**src/hw/rtl/pcc_pkg.sv**
```systemverilog
// ----------------------------------------------------------------------------
// pcc_pkg
// shared constants, status codes and controller/datapath interface types
// ----------------------------------------------------------------------------
package pcc_pkg;

    localparam int PCC_ARG_WIDTH   = 16;
    localparam int PCC_COUNT_WIDTH = 64;

    typedef enum logic [1:0] {
        ST_OK       = 2'd0,
        ST_DOMAIN   = 2'd1,
        ST_OVERFLOW = 2'd2
    } t_status;

    typedef enum logic {
        OP_PERM = 1'b0,
        OP_COMB = 1'b1
    } t_op;

    typedef struct packed {
        logic load;
        logic mul_init;
        logic mul_step;
        logic div_init;
        logic div_step;
        logic commit;
        logic emit;
    } t_dp_cmd;

    typedef struct packed {
        logic dom;
        logic comb;
        logic loop_done;
        logic cnt_zero;
        logic ovf;
    } t_dp_stat;

endpackage

```
**src/hw/rtl/permutation_and_combination_count_core.sv**
```systemverilog
// ----------------------------------------------------------------------------
// permutation_and_combination_count_core
// exact nPr / nCr counter with saturation and domain checking
// ----------------------------------------------------------------------------
// input channel: i_in_valid / o_in_ready carry one word of operation, n and r
// (signed). output channel: o_out_valid / i_out_ready carry count and status.
// one word is in work at a time; o_in_ready is high only while idle.
// each loop step is a shift-add multiply (its last state commits for nPr),
// for a combination a restoring divide ending in the commit, and a state to
// pick the next step. steps run at most min(r, n-r) times for nCr or r times
// for nPr, and the loop stops early on overflow. domain errors and empty
// choices skip the loop and go straight to the finishing state. o_in_ready
// rises with o_out_valid, so a new word is taken only once the previous
// result is presented.
// the finished word sits in an output register; if the receiver stalls the
// core takes one more word, holds its result until that register drains and
// keeps o_in_ready low meanwhile.
// reset (synchronous, active low) returns the sequencer to idle and drops
// o_out_valid.
// ----------------------------------------------------------------------------
module permutation_and_combination_count_core import pcc_pkg::*; #(
    parameter int ARG_WIDTH   = PCC_ARG_WIDTH,
    parameter int COUNT_WIDTH = PCC_COUNT_WIDTH
) (
    input  logic                   i_clk,
    input  logic                   i_rst_n,
    input  logic                   i_in_valid,
    output logic                   o_in_ready,
    input  logic                   i_operation,
    input  logic [ARG_WIDTH-1:0]   i_n,
    input  logic [ARG_WIDTH-1:0]   i_r,
    output logic                   o_out_valid,
    input  logic                   i_out_ready,
    output logic [COUNT_WIDTH-1:0] o_count,
    output logic [1:0]             o_status
);

    t_dp_cmd  cmd;
    t_dp_stat stat;

    pcc_ctrl u_ctrl (
        .i_clk       (i_clk),
        .i_rst_n     (i_rst_n),
        .i_in_valid  (i_in_valid),
        .o_in_ready  (o_in_ready),
        .o_out_valid (o_out_valid),
        .i_out_ready (i_out_ready),
        .o_cmd       (cmd),
        .i_stat      (stat)
    );

    pcc_datapath #(
        .ARG_WIDTH   (ARG_WIDTH),
        .COUNT_WIDTH (COUNT_WIDTH)
    ) u_dp (
        .i_clk       (i_clk),
        .i_cmd       (cmd),
        .o_stat      (stat),
        .i_operation (i_operation),
        .i_n         (i_n),
        .i_r         (i_r),
        .o_count     (o_count),
        .o_status    (o_status)
    );

    a_domain_zero: assert property (@(posedge i_clk) disable iff (!i_rst_n)
        (o_out_valid && o_status == ST_DOMAIN) |-> (o_count == '0))
        else $error("domain error word with non-zero count");

    a_ovf_sat: assert property (@(posedge i_clk) disable iff (!i_rst_n)
        (o_out_valid && o_status == ST_OVERFLOW) |-> (o_count == '1))
        else $error("overflow word not saturated");

    a_busy_after_accept: assert property (@(posedge i_clk) disable iff (!i_rst_n)
        (i_in_valid && o_in_ready) |=> !o_in_ready)
        else $error("input accepted while a word is in work");

    a_emit_no_overwrite: assert property (@(posedge i_clk) disable iff (!i_rst_n)
        (cmd.emit && o_out_valid) |-> i_out_ready)
        else $error("output word overwritten before it was taken");

endmodule

```
**src/hw/rtl/pcc_datapath.sv**
```systemverilog
// ----------------------------------------------------------------------------
// pcc_datapath
// accumulator, shift-add multiplier, restoring divider and result register
// ----------------------------------------------------------------------------
module pcc_datapath import pcc_pkg::*; #(
    parameter int ARG_WIDTH   = PCC_ARG_WIDTH,
    parameter int COUNT_WIDTH = PCC_COUNT_WIDTH
) (
    input  logic                   i_clk,
    input  t_dp_cmd                i_cmd,
    output t_dp_stat               o_stat,
    input  logic                   i_operation,
    input  logic [ARG_WIDTH-1:0]   i_n,
    input  logic [ARG_WIDTH-1:0]   i_r,
    output logic [COUNT_WIDTH-1:0] o_count,
    output logic [1:0]             o_status
);

    localparam int PW   = COUNT_WIDTH + ARG_WIDTH;
    localparam int CNTW = $clog2(PW + 1);

    logic                   r_op;
    logic                   r_dom;
    logic                   r_ovf;
    logic [ARG_WIDTH-1:0]   r_n;
    logic [ARG_WIDTH-1:0]   r_lim;
    logic [ARG_WIDTH-1:0]   r_i;
    logic [ARG_WIDTH-1:0]   r_f;
    logic [ARG_WIDTH-1:0]   r_dvs;
    logic [ARG_WIDTH-1:0]   r_rem;
    logic [COUNT_WIDTH-1:0] r_acc;
    logic [PW-1:0]          r_prod;
    logic [CNTW-1:0]        r_cnt;
    logic [COUNT_WIDTH-1:0] r_count;
    t_status                r_status;

    logic                 in_dom;
    logic [ARG_WIDTH-1:0] in_nmr;
    logic [ARG_WIDTH-1:0] in_lim;
    logic [ARG_WIDTH:0]   div_try;
    logic [ARG_WIDTH:0]   div_sub;
    logic                 div_bit;
    logic                 prod_ovf;

    always_comb begin
        in_dom = i_n[ARG_WIDTH-1] | i_r[ARG_WIDTH-1] | ($signed(i_r) > $signed(i_n));
        in_nmr = i_n - i_r;
        if (i_operation == OP_COMB && in_nmr < i_r) begin
            in_lim = in_nmr;
        end else begin
            in_lim = i_r;
        end
    end

    // one quotient bit of the restoring divide
    always_comb begin
        div_try = {r_rem, r_prod[PW-1]};
        div_sub = div_try - {1'b0, r_dvs};
        div_bit = (div_try >= {1'b0, r_dvs});
    end

    assign prod_ovf = (r_prod[PW-1:COUNT_WIDTH] != '0);

    always_ff @(posedge i_clk) begin
        if (i_cmd.load) begin
            r_op  <= i_operation;
            r_dom <= in_dom;
            r_ovf <= 1'b0;
            r_n   <= i_n;
            r_lim <= in_lim;
            r_i   <= '0;
            r_acc <= COUNT_WIDTH'(1);
        end
        if (i_cmd.mul_init) begin
            r_prod <= '0;
            r_f    <= r_n - r_i;
            r_cnt  <= CNTW'(ARG_WIDTH);
        end
        if (i_cmd.mul_step) begin
            r_prod <= {r_prod[PW-2:0], 1'b0}
                      + (r_f[ARG_WIDTH-1] ? {{ARG_WIDTH{1'b0}}, r_acc} : '0);
            r_f    <= {r_f[ARG_WIDTH-2:0], 1'b0};
            r_cnt  <= r_cnt - CNTW'(1);
        end
        if (i_cmd.div_init) begin
            r_rem <= '0;
            r_dvs <= r_i + ARG_WIDTH'(1);
            r_cnt <= CNTW'(PW);
        end
        if (i_cmd.div_step) begin
            r_rem  <= div_bit ? div_sub[ARG_WIDTH-1:0] : div_try[ARG_WIDTH-1:0];
            r_prod <= {r_prod[PW-2:0], div_bit};
            r_cnt  <= r_cnt - CNTW'(1);
        end
        if (i_cmd.commit) begin
            if (prod_ovf) begin
                r_ovf <= 1'b1;
            end else begin
                r_acc <= r_prod[COUNT_WIDTH-1:0];
                r_i   <= r_i + ARG_WIDTH'(1);
            end
        end
        if (i_cmd.emit) begin
            if (r_dom) begin
                r_count  <= '0;
                r_status <= ST_DOMAIN;
            end else if (r_ovf) begin
                r_count  <= '1;
                r_status <= ST_OVERFLOW;
            end else begin
                r_count  <= r_acc;
                r_status <= ST_OK;
            end
        end
    end

    always_comb begin
        o_stat.dom       = r_dom;
        o_stat.comb      = (r_op == OP_COMB);
        o_stat.loop_done = (r_i == r_lim);
        o_stat.cnt_zero  = (r_cnt == '0);
        o_stat.ovf       = r_ovf;
    end

    assign o_count  = r_count;
    assign o_status = r_status;

endmodule

```
**src/hw/rtl/pcc_ctrl.sv**
```systemverilog
// ----------------------------------------------------------------------------
// pcc_ctrl
// sequencer for the multiply-divide loop and the handshakes
// ----------------------------------------------------------------------------
module pcc_ctrl import pcc_pkg::*; (
    input  logic     i_clk,
    input  logic     i_rst_n,
    input  logic     i_in_valid,
    output logic     o_in_ready,
    output logic     o_out_valid,
    input  logic     i_out_ready,
    output t_dp_cmd  o_cmd,
    input  t_dp_stat i_stat
);

    typedef enum logic [2:0] {
        S_IDLE,
        S_CHECK,
        S_MUL,
        S_DIV,
        S_NEXT,
        S_FIN
    } t_state;

    t_state r_state;
    t_state n_state;
    logic   r_out_valid;
    logic   n_out_valid;

    always_comb begin
        o_cmd       = '0;
        n_state     = r_state;
        n_out_valid = r_out_valid & ~i_out_ready;
        case (r_state)
            S_IDLE: begin
                if (i_in_valid) begin
                    o_cmd.load = 1'b1;
                    n_state    = S_CHECK;
                end
            end
            S_CHECK: begin
                if (i_stat.dom || i_stat.loop_done) begin
                    n_state = S_FIN;
                end else begin
                    o_cmd.mul_init = 1'b1;
                    n_state        = S_MUL;
                end
            end
            S_MUL: begin
                if (!i_stat.cnt_zero) begin
                    o_cmd.mul_step = 1'b1;
                end else if (i_stat.comb) begin
                    o_cmd.div_init = 1'b1;
                    n_state        = S_DIV;
                end else begin
                    o_cmd.commit = 1'b1;
                    n_state      = S_NEXT;
                end
            end
            S_DIV: begin
                if (!i_stat.cnt_zero) begin
                    o_cmd.div_step = 1'b1;
                end else begin
                    o_cmd.commit = 1'b1;
                    n_state      = S_NEXT;
                end
            end
            S_NEXT: begin
                if (i_stat.ovf || i_stat.loop_done) begin
                    n_state = S_FIN;
                end else begin
                    o_cmd.mul_init = 1'b1;
                    n_state        = S_MUL;
                end
            end
            S_FIN: begin
                // wait for the output word to drain
                if (!r_out_valid || i_out_ready) begin
                    o_cmd.emit  = 1'b1;
                    n_out_valid = 1'b1;
                    n_state     = S_IDLE;
                end
            end
            default: begin
                n_state = S_IDLE;
            end
        endcase
    end

    always_ff @(posedge i_clk) begin
        if (!i_rst_n) begin
            r_state     <= S_IDLE;
            r_out_valid <= 1'b0;
        end else begin
            r_state     <= n_state;
            r_out_valid <= n_out_valid;
        end
    end

    assign o_in_ready  = (r_state == S_IDLE);
    assign o_out_valid = r_out_valid;

endmodule
```
**config.mk**
```make
export PLATFORM = sky130hd
export DESIGN_NAME = permutation_and_combination_count_core
export DESIGN_NICKNAME = d
export VERILOG_FILES = /design/src/hw/rtl/pcc_pkg.sv /design/src/hw/rtl/permutation_and_combination_count_core.sv /design/src/hw/rtl/pcc_datapath.sv /design/src/hw/rtl/pcc_ctrl.sv
export SDC_FILE = /design/constraint.sdc
export NUM_CORES = 1
export LEC_CHECK = 0
export BUFFER_PORTS_ARGS = -buffer_cell sky130_fd_sc_hd__buf_2
export CORE_ASPECT_RATIO = 1.2
export CORE_UTILIZATION = 57
export CTS_BUF_LIST = sky130_fd_sc_hd__clkbuf_2
export DETAILED_ROUTE_END_ITERATION = 6
export PLACE_DENSITY = 0.74
export SYNTH_ARGS = -nofsm -noshare
export SYNTH_HDL_FRONTEND = slang
export SYNTH_SLANG_ARGS = --single-unit
```
**constraint.sdc**
```tcl
create_clock -name i_clk -period 6.2 [get_ports i_clk]
set_clock_uncertainty 0.05 [all_clocks]
set_input_delay 0.31 -clock i_clk [delete_from_list [all_inputs] [get_ports i_clk]]
set_output_delay 0.31 -clock i_clk [all_outputs]
set_load 0.02 [all_outputs]
```
## After elaboration in Yosys (flattened, before gate mapping)

Cells that the tools add are included.

| storage, ports and cells | value |
|---|---|
| logic and storage cells | 104 |
| register bits after elaboration | 320 |
| output and inout bits | 68 |

| operators by class | value |
|---|---|
| bitwise logic cells | 4 |
| add/subtract/negate cells | 6 |
| eq/ne operators | 10 |
| magnitude comparators | 3 |
| reduce and logical (&&, ||, !) cells | 13 |
| mux-type cells | 51 |

Operators by type and width:

| cell | number |
|---|---|
| 64-bit two-way mux | 5 |
| 80-bit two-way mux | 3 |
| 16-bit two-way mux | 9 |
| 80-bit adder | 1 |
| 16-bit subtractor | 3 |
| 7-bit two-way mux | 4 |
| 3-bit two-way mux | 7 |
| 1-bit two-way mux | 18 |
| 3-bit case mux with 6 select lines | 1 |
| 17-bit by 16-bit greater-or-equal comparator with 1-bit output | 1 |
| 16-bit by 1-bit adder with 16-bit output, second input constant | 1 |
| 16-bit equality test | 1 |
| 16-bit > comparator | 1 |
| 16-bit less-than comparator | 1 |
| 16-bit nonzero test | 1 |
| 7-bit logical NOT | 1 |
| 7-bit by 1-bit subtractor with 7-bit output, second input constant | 1 |
| 3-bit by 2-bit equality test with 1-bit output, second input constant | 2 |
| 3-bit equality test, second input constant | 2 |
| 2-bit by 1-bit inequality test with 1-bit output, second input constant | 3 |
| 2-bit two-way mux | 2 |
| 1-bit case mux with 2 select lines | 2 |
| 4-bit AND reduction | 1 |
| 2-bit nonzero test | 2 |
| other kinds (11) | 14 |

## Depth between registers and ports, before layout

Gate-level depths: netlist of the first run.

| logic depth | value |
|---|---|
| depth after elaboration | 8 |
| gate-level depth with buffers | 19 |
| mapped depth without buffers | 18 |

## Hierarchy

Synthesis of the first run repeated with hierarchy kept, for this count alone.

| second synthesis, totals | value |
|---|---|
| cells, all modules | 2248 |
| area total of the unflattened synthesis | 20350.8 um^2 |

Modules (own cells, without submodules):

| module | times used | sequential area each (um^2) | area each (um^2) | cells an instance |
|---|---|---|---|---|
| pcc_datapath | 1 | 8668.3 | 19994.2 | 2199 |
| pcc_ctrl | 1 | 80.1 | 356.6 | 49 |

## Worst setup path after synthesis of the first run

Ideal clock, no wire load.

| timing | value |
|---|---|
| path type | flip-flop to flip-flop |
| from | register u_ctrl.r_state[0] |
| to | register u_dp.r_count[0] (netlist: u_dp.o_count[0]) (enable) |
| cell stages (with the launch flop) | 5 |
| buffers on the path | 2 |
| data arrival time | 4.095 ns |
| required time | 5.652 ns |
| slack | 1.557 ns |
| library setup time | 0.498 ns |
| cells stage by stage | dfxtp_1 -> clkbuf_1 -> clkbuf_1 -> nand3b_1 -> nor2b_1 |

RTL lines:

| item | line | text |
|---|---|---|
| start, declared | pcc_ctrl.sv:25 | `t_state r_state;` |
| start signal, assigned | pcc_ctrl.sv:95 | `r_state <= n_state;` |
| end signal, assigned | pcc_datapath.sv:111 | `r_count <= r_acc;` |
| end, declared | pcc_datapath.sv:34 | `logic [COUNT_WIDTH-1:0] r_count;` |

## Final worst setup path of the first run

| timing | value |
|---|---|
| from | register u_dp.r_f[15] |
| to | register u_dp.r_prod[61], data pin |

| between the ends | value |
|---|---|
| word-level cells in the longest chain between the ends | 4 |

RTL lines:

| item | line | text |
|---|---|---|
| start, declared | pcc_datapath.sv:28 | `logic [ARG_WIDTH-1:0] r_f;` |
| start signal, assigned | pcc_datapath.sv:76 | `r_f <= r_n - r_i;` |
| start signal, assigned | pcc_datapath.sv:82 | `r_f <= {r_f[ARG_WIDTH-2:0], 1'b0};` |
| 64-bit two-way mux | pcc_datapath.sv:81 | `+ (r_f[ARG_WIDTH-1] ? {{ARG_WIDTH{1'b0}}, r_acc} : '0);` |
| 80-bit adder | pcc_datapath.sv:81 |  |
| 80-bit two-way mux | pcc_datapath.sv:79 | `if (i_cmd.mul_step) begin` |
| 80-bit two-way mux | pcc_datapath.sv:90 | `if (i_cmd.div_step) begin` |
| end signal, assigned | pcc_datapath.sv:80 | `r_prod <= {r_prod[PW-2:0], 1'b0}` |
| end signal, assigned | pcc_datapath.sv:92 | `r_prod <= {r_prod[PW-2:0], div_bit};` |
| end, declared | pcc_datapath.sv:32 | `logic [PW-1:0] r_prod;` |

No other way between the ends.
A chain may end at the register's enable or synchronous reset.

==> results of run 1 <==
[flip-flops by register name, summed over array words and instances, names as in the netlist, 2 cells and up]
| register | cells |
|---|---|
| u_dp.r_prod | 80 |
| u_dp.o_count | 64 |
| u_dp.r_acc | 64 |
| u_dp.r_dvs | 16 |
| u_dp.r_f | 16 |
| u_dp.r_i | 16 |
| u_dp.r_lim | 16 |
| u_dp.r_n | 16 |
| u_dp.r_rem | 16 |
| u_dp.r_cnt | 7 |
| u_ctrl.r_state | 3 |
| u_dp.o_status | 2 |
[power groups by stage]
stage | clock network, mW | logic (mW) | registers, mW
floorplan | 0 | 1.59 | 3.02
finish | 1.51 | 2.15 | 3.06
CTS | 1.55 | 2.15 | 3.05
global route | 1.65 | 2.37 | 3.10
detailed placement | 0 | 2.12 | 3.09
global placement | 0 | 2.07 | 3.09
[final cells by class]
cell class / count / share of cell area
antenna: 1 / 0.0001117
inverter: 98 / 0.01642
clock inverter: 40 / 0.01078
sequential: 320 / 0.3907
timing repair buffer: 157 / 0.04514
clock buffer: 108 / 0.02413
tap: 462 / 0.02581
multi-input combinational: 1733 / 0.4869
[worst paths after layout]
kind	from	slack (ns)	cells after the start	end
hold / removal	i_n[15]	0.10	2	u_dp.r_n[15]$_DFFE_PP_
setup / recovery	u_dp.r_f[15]$_DFFE_PP_	1.73	14	u_dp.r_prod[61]$_DFFE_PP_
setup reg to reg	u_dp.r_f[15]$_DFFE_PP_	1.73	14	u_dp.r_prod[61]$_DFFE_PP_
hold reg to reg	u_dp.r_f[0]$_SDFFE_PP0P_	0.42	2	u_dp.r_f[0]$_SDFFE_PP0P_
[cells by family (layout without fill, tap and decap cells)]
logic type	Yosys count	count (layout)	synth area share
adders and majority gates	149	149	0.09268
muxes	39	39	0.02002
and+or+nand+nor	949	949	0.2157
buffers and inverters	211	403	0.03991
DFF	320	320	0.4280
AOI/OAI and AO/OA	463	463	0.1467
xor gates and xnor gates	133	133	0.05699
other	0	1	0
[what timing repair did]
| item | CTS | global route |
|---|---|---|
| hold buffers | 37 | 0 |
| endpoints found under the setup margin | 0 | 0 |
| hold endpoints to repair | 53 | 0 |
[Yosys cell counts, drive strengths merged (7+ instances only)]
cell type / instances / area (µm²)
and2: 70 / 437.9
o31ai: 20 / 177.7
or2: 9 / 56.30
xnor2: 98 / 858.3
a221oi: 7 / 67.56
ha: 145 / 1814
or3: 11 / 68.82
a22o: 15 / 131.4
nor4: 11 / 83.83
clkbuf: 81 / 306.5
dfxtp: 86 / 1722
nand2: 301 / 1135
o21a: 21 / 157.7
a21boi: 7 / 52.55
nor3: 33 / 165.2
xor2: 35 / 306.5
edfxtp: 234 / 7027
nand4: 39 / 244.0
and4: 9 / 78.83
nand3: 102 / 510.5
buf: 32 / 141.4
o21ai: 91 / 462.9
mux2: 15 / 168.9
and3: 8 / 55.05
a31oi: 10 / 62.56
mux2i: 24 / 240.2
nor2: 289 / 1085
o21bai: 21 / 157.7
nand2b: 21 / 131.4
nor2b: 28 / 175.2
a211oi: 17 / 127.6
a21o: 43 / 322.8
inv: 98 / 367.9
a21oi: 163 / 834.6
[through the flow]
stage          worst slack (ns)  instances    util
2_1_floorplan             1.557       2264       -
3_3_place_gp              1.829       2733  0.6052
3_5_place_dp              1.692       2733  0.6052
4_1_cts                   1.763       2918  0.6381
5_1_grt                   1.408       2919  0.6381
6_report                  1.732       2919  0.6381
[routing by layer]
layer / routed length [µm] / up-vias
li1: - / 8298
met1: 20870 / 8033
met2: 25690 / 515
met3: 2413 / 119
met4: 1840 / 0
met5: 0 / -
==> results by group, run 1 <==
Floorplanning
  – Core area: between 0.03 and 0.04 mm²
  – Die H: around 210 µm
  – Die footprint: ~0.037 mm²
  – I/O Pins: approximately 110
  – Die width: about 170 µm
  – Initial Util: 0.5824
  – # rows: between 70 and 80

Flow run
  – Max_cap viols: 0

Timing
  – Min Tclk post-route: between 4 and 5 ns
  – Final Hold Fails: 0
  – Unrepaired setup endpoints after global routing: no
  – Final setup vio count: 0
  – Final period util: 0.7206
  – Worst slew pin tran: between 1 and 1.5 ns
  – Achievable frequency: ~220 MHz
  – Setup_tns: 0 ns
  – Relative slew slack: 0.2372
  – Final hold slack: 0.1035 ns
  – Pins Over Slew Limit: 0

Synthesis
  – Average cell area after synthesis: 9.028 µm²
  – Flops & latches, synth: 320
  – Cell Area, Synth: a little over 0.02 mm²
  – Post-synth EDFFs: 234
  – Cells after synthesis: 2264
  – Synth unique cells: 81
  – Register area share after synthesis: 0.4280
  – Synth Flop Type: edfxtp_1
  – Net Count, Synth: approximately 2500
  – Async SR Flop Fraction: 0
  – Synth warn: 0

Finish
  – Final nets: ~2600
  – Share of layout cells above drive strength 1: 0.1226
  – Area occupied by multi-input gates: roughly 0.011 mm²
  – FILL cells: about 3100
  – Area Overhead vs Synth: 9.581%
  – Design area: between 0.02 and 0.025 mm²
  – Most frequent cells in the layout: nand2_1 (298), nor2_1 (289), edfxtp_1 (234)
  – Sequential Area: approximately 0.009 mm²
  – Commonest non-fill, non-tap cell in the layout: nand2_1

Clocking
  – H-tree depth: 3
  – CTS clock-pin slew for the worst setup and hold paths: approximately 0.12 ns
  – Clock Tree Buf Depth: 3
  – CTS tree: built
  – Sinks on the clock net: 320
  – Skew-Pair Late Insertion Delay: ~0.93 ns
  – Post-CTS Setup Inserts: 0
  – # resized after CTS: 0
  – Root cell of the clock tree: clkbuf_2
  – Num CTS Buffers: slightly above 80

Pwr
  – Pwr Density: approximately 300 mW/mm²
  – Cell-internal power: 4.115 mW
  – VDD IR max: ~290 µV
  – Pwr Total: between 6 and 7 mW
  – Combinational cell fraction of total power: 0.319
  – Static leakage: between 9 and 10 nW
  – Clock share of power: 0.225
  – NetSw: 2.601 mW
  – Reg power frac: 0.455
  – Switching share of power: 0.3873

Worst setup path
  – Crit path largest cell delay: approximately 0.52 ns
  – Crit path required time: between 6 and 7 ns
  – CP Launch Type: flop
  – Crit-path cells: buf_4, and2_1, ha_1, fa_1, a21oi_1, nor2_1, o311ai_1, a21oi_2, a31o_2, a21oi_2, a31oi_1, a21oi_1, nor4_1, or3_1
  – Setup Crit Path Kind: flop to flop
  – Delay-heaviest family, CP: compound AO/OA/AOI/OAI gates
  – Slowest CP cell: o311ai_1
  – Worst EP arrival: around 5.1 ns
  – Worst-path fanout max: 61
  – Critical Path Sink Type: flop
  – CP bufs+invs: 1

Hold path
  – HP Class: input port to flop

Global route
  – GR peak layer: met2
  – Routing usage on met2: 0.5031
  – Gr usage total: 0.2813
  – Grt met1 use: 0.3361
  – GRT Residual Overflow: 0
  – Vias in the first global route: 16930
  – Met3 GRT Util: 0.03750
  – First-pass GRT wire length: about 84000 µm
  – Antenna violations before repair: 1
  – Largest net degree at the start of global routing: 91

Route
  – TritonRoute pass-1 iters: 5
  – WL final: ~50000 µm
  – Routed WL per cell: about 17 µm
  – Via count: about 17000
  – Via/cell ratio: 5.812
  – Drt initial violations: 1266
  – Residual DRC count: 0
  – Antenna Nets Post-Route: 0

Outcome
  – Status: completed

Place
  – Placed inst area: ~0.021 mm²
  – IO Port Bufs: roughly 100
  – GPL Wtd Cong: between 0.9 and 1
  – Detailed Place HPWL: approximately 35000 µm
Power figures use the tool's default switching activity.
==> run 2, diff against run 1 <==
==> constraint.sdc (replaced) <==
create_clock -name i_clk -period 4.5 [get_ports i_clk]
set_clock_uncertainty 0.05 [all_clocks]
set_input_delay 0.225 -clock i_clk [delete_from_list [all_inputs] [get_ports i_clk]]
set_output_delay 0.225 -clock i_clk [all_outputs]
set_load 0.02 [all_outputs]
==> results by group, run 2 (synthesis results as in run 1) <==
Clocking
  – H-tree depth: 3 (unchanged)
  – CTS tree: built (unchanged)
  – Num CTS Buffers: 82 (was 81)
  – Root cell of the clock tree: clkbuf_2 (unchanged)
  – CTS clock-pin slew for the worst setup and hold paths: 0.12 ns (about the same)
  – Clock Tree Buf Depth: 3 (unchanged)
  – Sinks on the clock net: 320 (unchanged)
  – Skew-Pair Late Insertion Delay: 0.94 ns (was 0.93 ns)

Route
  – Via/cell ratio: 5.801 (was 5.812)
  – TritonRoute pass-1 iters: 6 (was 5)
  – Routed WL per cell: 16.73 µm (was 17.41 µm)
  – Drt initial violations: 1210 (was 1266)
  – Antenna Nets Post-Route: 0 (unchanged)
  – Residual DRC count: 0 (unchanged)
  – WL final: 49550 µm (was 50820 µm)
  – Via count: 17180 (was 16970)

Finish
  – Most frequent cells in the layout: nand2_1 (298), nor2_1 (289), edfxtp_1 (234) (unchanged)
  – Final nets: 2618 (was 2577)
  – Post-layout util: 0.6489 (was 0.6381)
  – FILL cells: 2965 (was 3053)
  – Area Overhead vs Synth: 11.42% (was 9.581%)
  – Commonest non-fill, non-tap cell in the layout: nand2_1 (unchanged)
  – Design area: 0.02277 mm² (was 0.02240 mm²)
  – Largest Register: u_dp.r_prod (unchanged)
  – Cell Count, Final, Fillers Out: 2961 (was 2919)
  – Max reg flops: 80 (unchanged)
  – Share of layout cells above drive strength 1: 0.1333 (was 0.1226)

Worst setup path
  – Crit path required time: 5.13 ns (was 6.82 ns)
  – Setup Crit Path Kind: input port to flop (was flop to flop)
  – CP Launch Type: input port (was flop)
  – Critical Path Sink Type: flop (unchanged)
  – Worst-path fanout max: 10 (was 61)
  – Worst EP arrival: 5.04 ns (was 5.08 ns)
  – Reg2reg path depth: 13 (was 14)

Floorplanning
  – Core area: 0.03510 mm² (unchanged)
  – Die H: 209.4 µm (unchanged)
  – Die width: 174.9 µm (unchanged)
  – I/O Pins: 105 (unchanged)
  – Die footprint: 0.03662 mm² (unchanged)
  – # rows: 75 (unchanged)
  – Initial Util: 0.5824 (unchanged)

Global route
  – Gr usage total: 0.2719 (was 0.2813)
  – Antenna violations before repair: 1 (unchanged)
  – GRT Residual Overflow: 0 (unchanged)
  – Largest net degree at the start of global routing: 68 (was 91)
  – Vias in the first global route: 17170 (was 16930)
  – First-pass GRT wire length: 81680 µm (was 83570 µm)

Pwr
  – Reg power frac: 0.454 (was 0.455)
  – Switching share of power: 0.3818 (was 0.3873)
  – Pwr Density: 406.6 mW/mm² (was 299.9 mW/mm²)
  – Cell-internal power: 5.725 mW (was 4.115 mW)
  – Combinational cell fraction of total power: 0.325 (was 0.319)
  – NetSw: 3.535 mW (was 2.601 mW)
  – Pwr Total: 9.261 mW (was 6.716 mW)
  – VDD IR max: 290.3 µV (was 291.4 µV)
  – Static leakage: 9.442 nW (was 9.248 nW)
  – Clock share of power: 0.221 (was 0.225)

Place
  – Detailed Place HPWL: 34230 µm (was 35310 µm)
  – GPL Wtd Cong: 0.9683 (was 0.9208)
  – Placed inst area: 0.02134 mm² (was 0.02124 mm²)
  – DP Cell Count: 2744 (was 2733)
  – Placement Setup Slack: 0.1168 ns (was 1.692 ns)
  – IO Port Bufs: 104 (unchanged)

Timing
  – Worst slew pin tran: 0.9994 ns (was 1.144 ns)
  – Pins Over Slew Limit: 0 (unchanged)
  – Min Tclk post-route: about 4.4 ns
  – Relative slew slack: 0.3276 (was 0.2372)
  – Setup ws final: 0.09188 ns (was 1.732 ns)
  – Final hold slack: 0.07676 ns (was 0.1035 ns)
  – Final period util: 0.9796
  – Achievable frequency: about 230 MHz
  – Final setup vio count: 0 (unchanged)
  – Setup_tns: 0 ns (unchanged)
  – Final Hold Fails: 0 (unchanged)

Flow run
  – Max_cap viols: 0 (unchanged)

Outcome
  – Status: completed (unchanged)

Hold path
  – Worst hold stages: 3 (was 2)
  – HP Class: input port to flop (unchanged)
## run 2: cell type report
type	count	area (µm²)	area share
well taps	462	578.1	0.02538
multi-input cells	1733	10930	0.4800
clock inverters	27	156.4	0.006868
diodes	1	2.502	0.0001099
clock buffers	123	615.6	0.02703
flip-flops and latches	320	8751	0.3843
inverters	98	367.9	0.01615
repair buffers	197	1371	0.06022
## run 2: final timing paths
check,startpoint,endpoint,slack [ns]
max,i_n[0],u_dp.r_lim[2]$_DFFE_PP_,0.09
min,i_rst_n,u_ctrl.r_state[1]$_SDFFE_PN0P_,0.08
max reg2reg,u_dp.r_f[15]$_DFFE_PP_,u_dp.r_prod[52]$_DFFE_PP_,0.46
min reg2reg,u_dp.r_f[0]$_SDFFE_PP0P_,u_dp.r_f[0]$_SDFFE_PP0P_,0.42
## run 2: per-layer routing
| metal | global-route usage | wire [µm] | up-vias |
|---|---|---|---|
| li1 | - | - | 8420 |
| met1 | 0.3206 | 20240 | 8070 |
| met2 | 0.4785 | 24700 | 546 |
| met3 | 0.04239 | 2547 | 140 |
| met4 | 0.1361 | 2065 | 0 |
| met5 | 0 | 0 | - |
## run 2: what timing repair did
item                       4_1_cts  5_1_grt
setup buffers                    0       12
setup endpoints to repair        0        1
hold buffers                    54        0
resized for setup                0       13
hold endpoints to repair        73        0
## run 2: power groups by stage
stage               sequential, mW  clock, mW  combinational (mW)
global placement              4.24          0                2.81
finish                        4.20       2.05                3.01
floorplan                     4.16          0                2.19
CTS                           4.20       2.10                2.94
global route                  4.26       2.26                3.31
detailed placement            4.26          0                2.89
## run 2: critical path: stages
cell and delay [ns]:
dlygate4sd3_1 0.53, buf_2 0.14, inv_1 0.05, ha_1 0.22, fa_2 0.36, nor2b_1 0.14, o21ai_1 0.10, a21boi_1 0.20
o21ai_1 0.14, a21oi_2 0.20, buf_4 0.14, a41oi_1 0.16, a21oi_1 0.17, a21oi_1 0.10, xnor2_1 0.26, ha_1 0.30
a21o_1 0.20, a221oi_2 0.32, clkbuf_16 0.22, mux2_2 0.33, dlygate4sd3_1 0.54
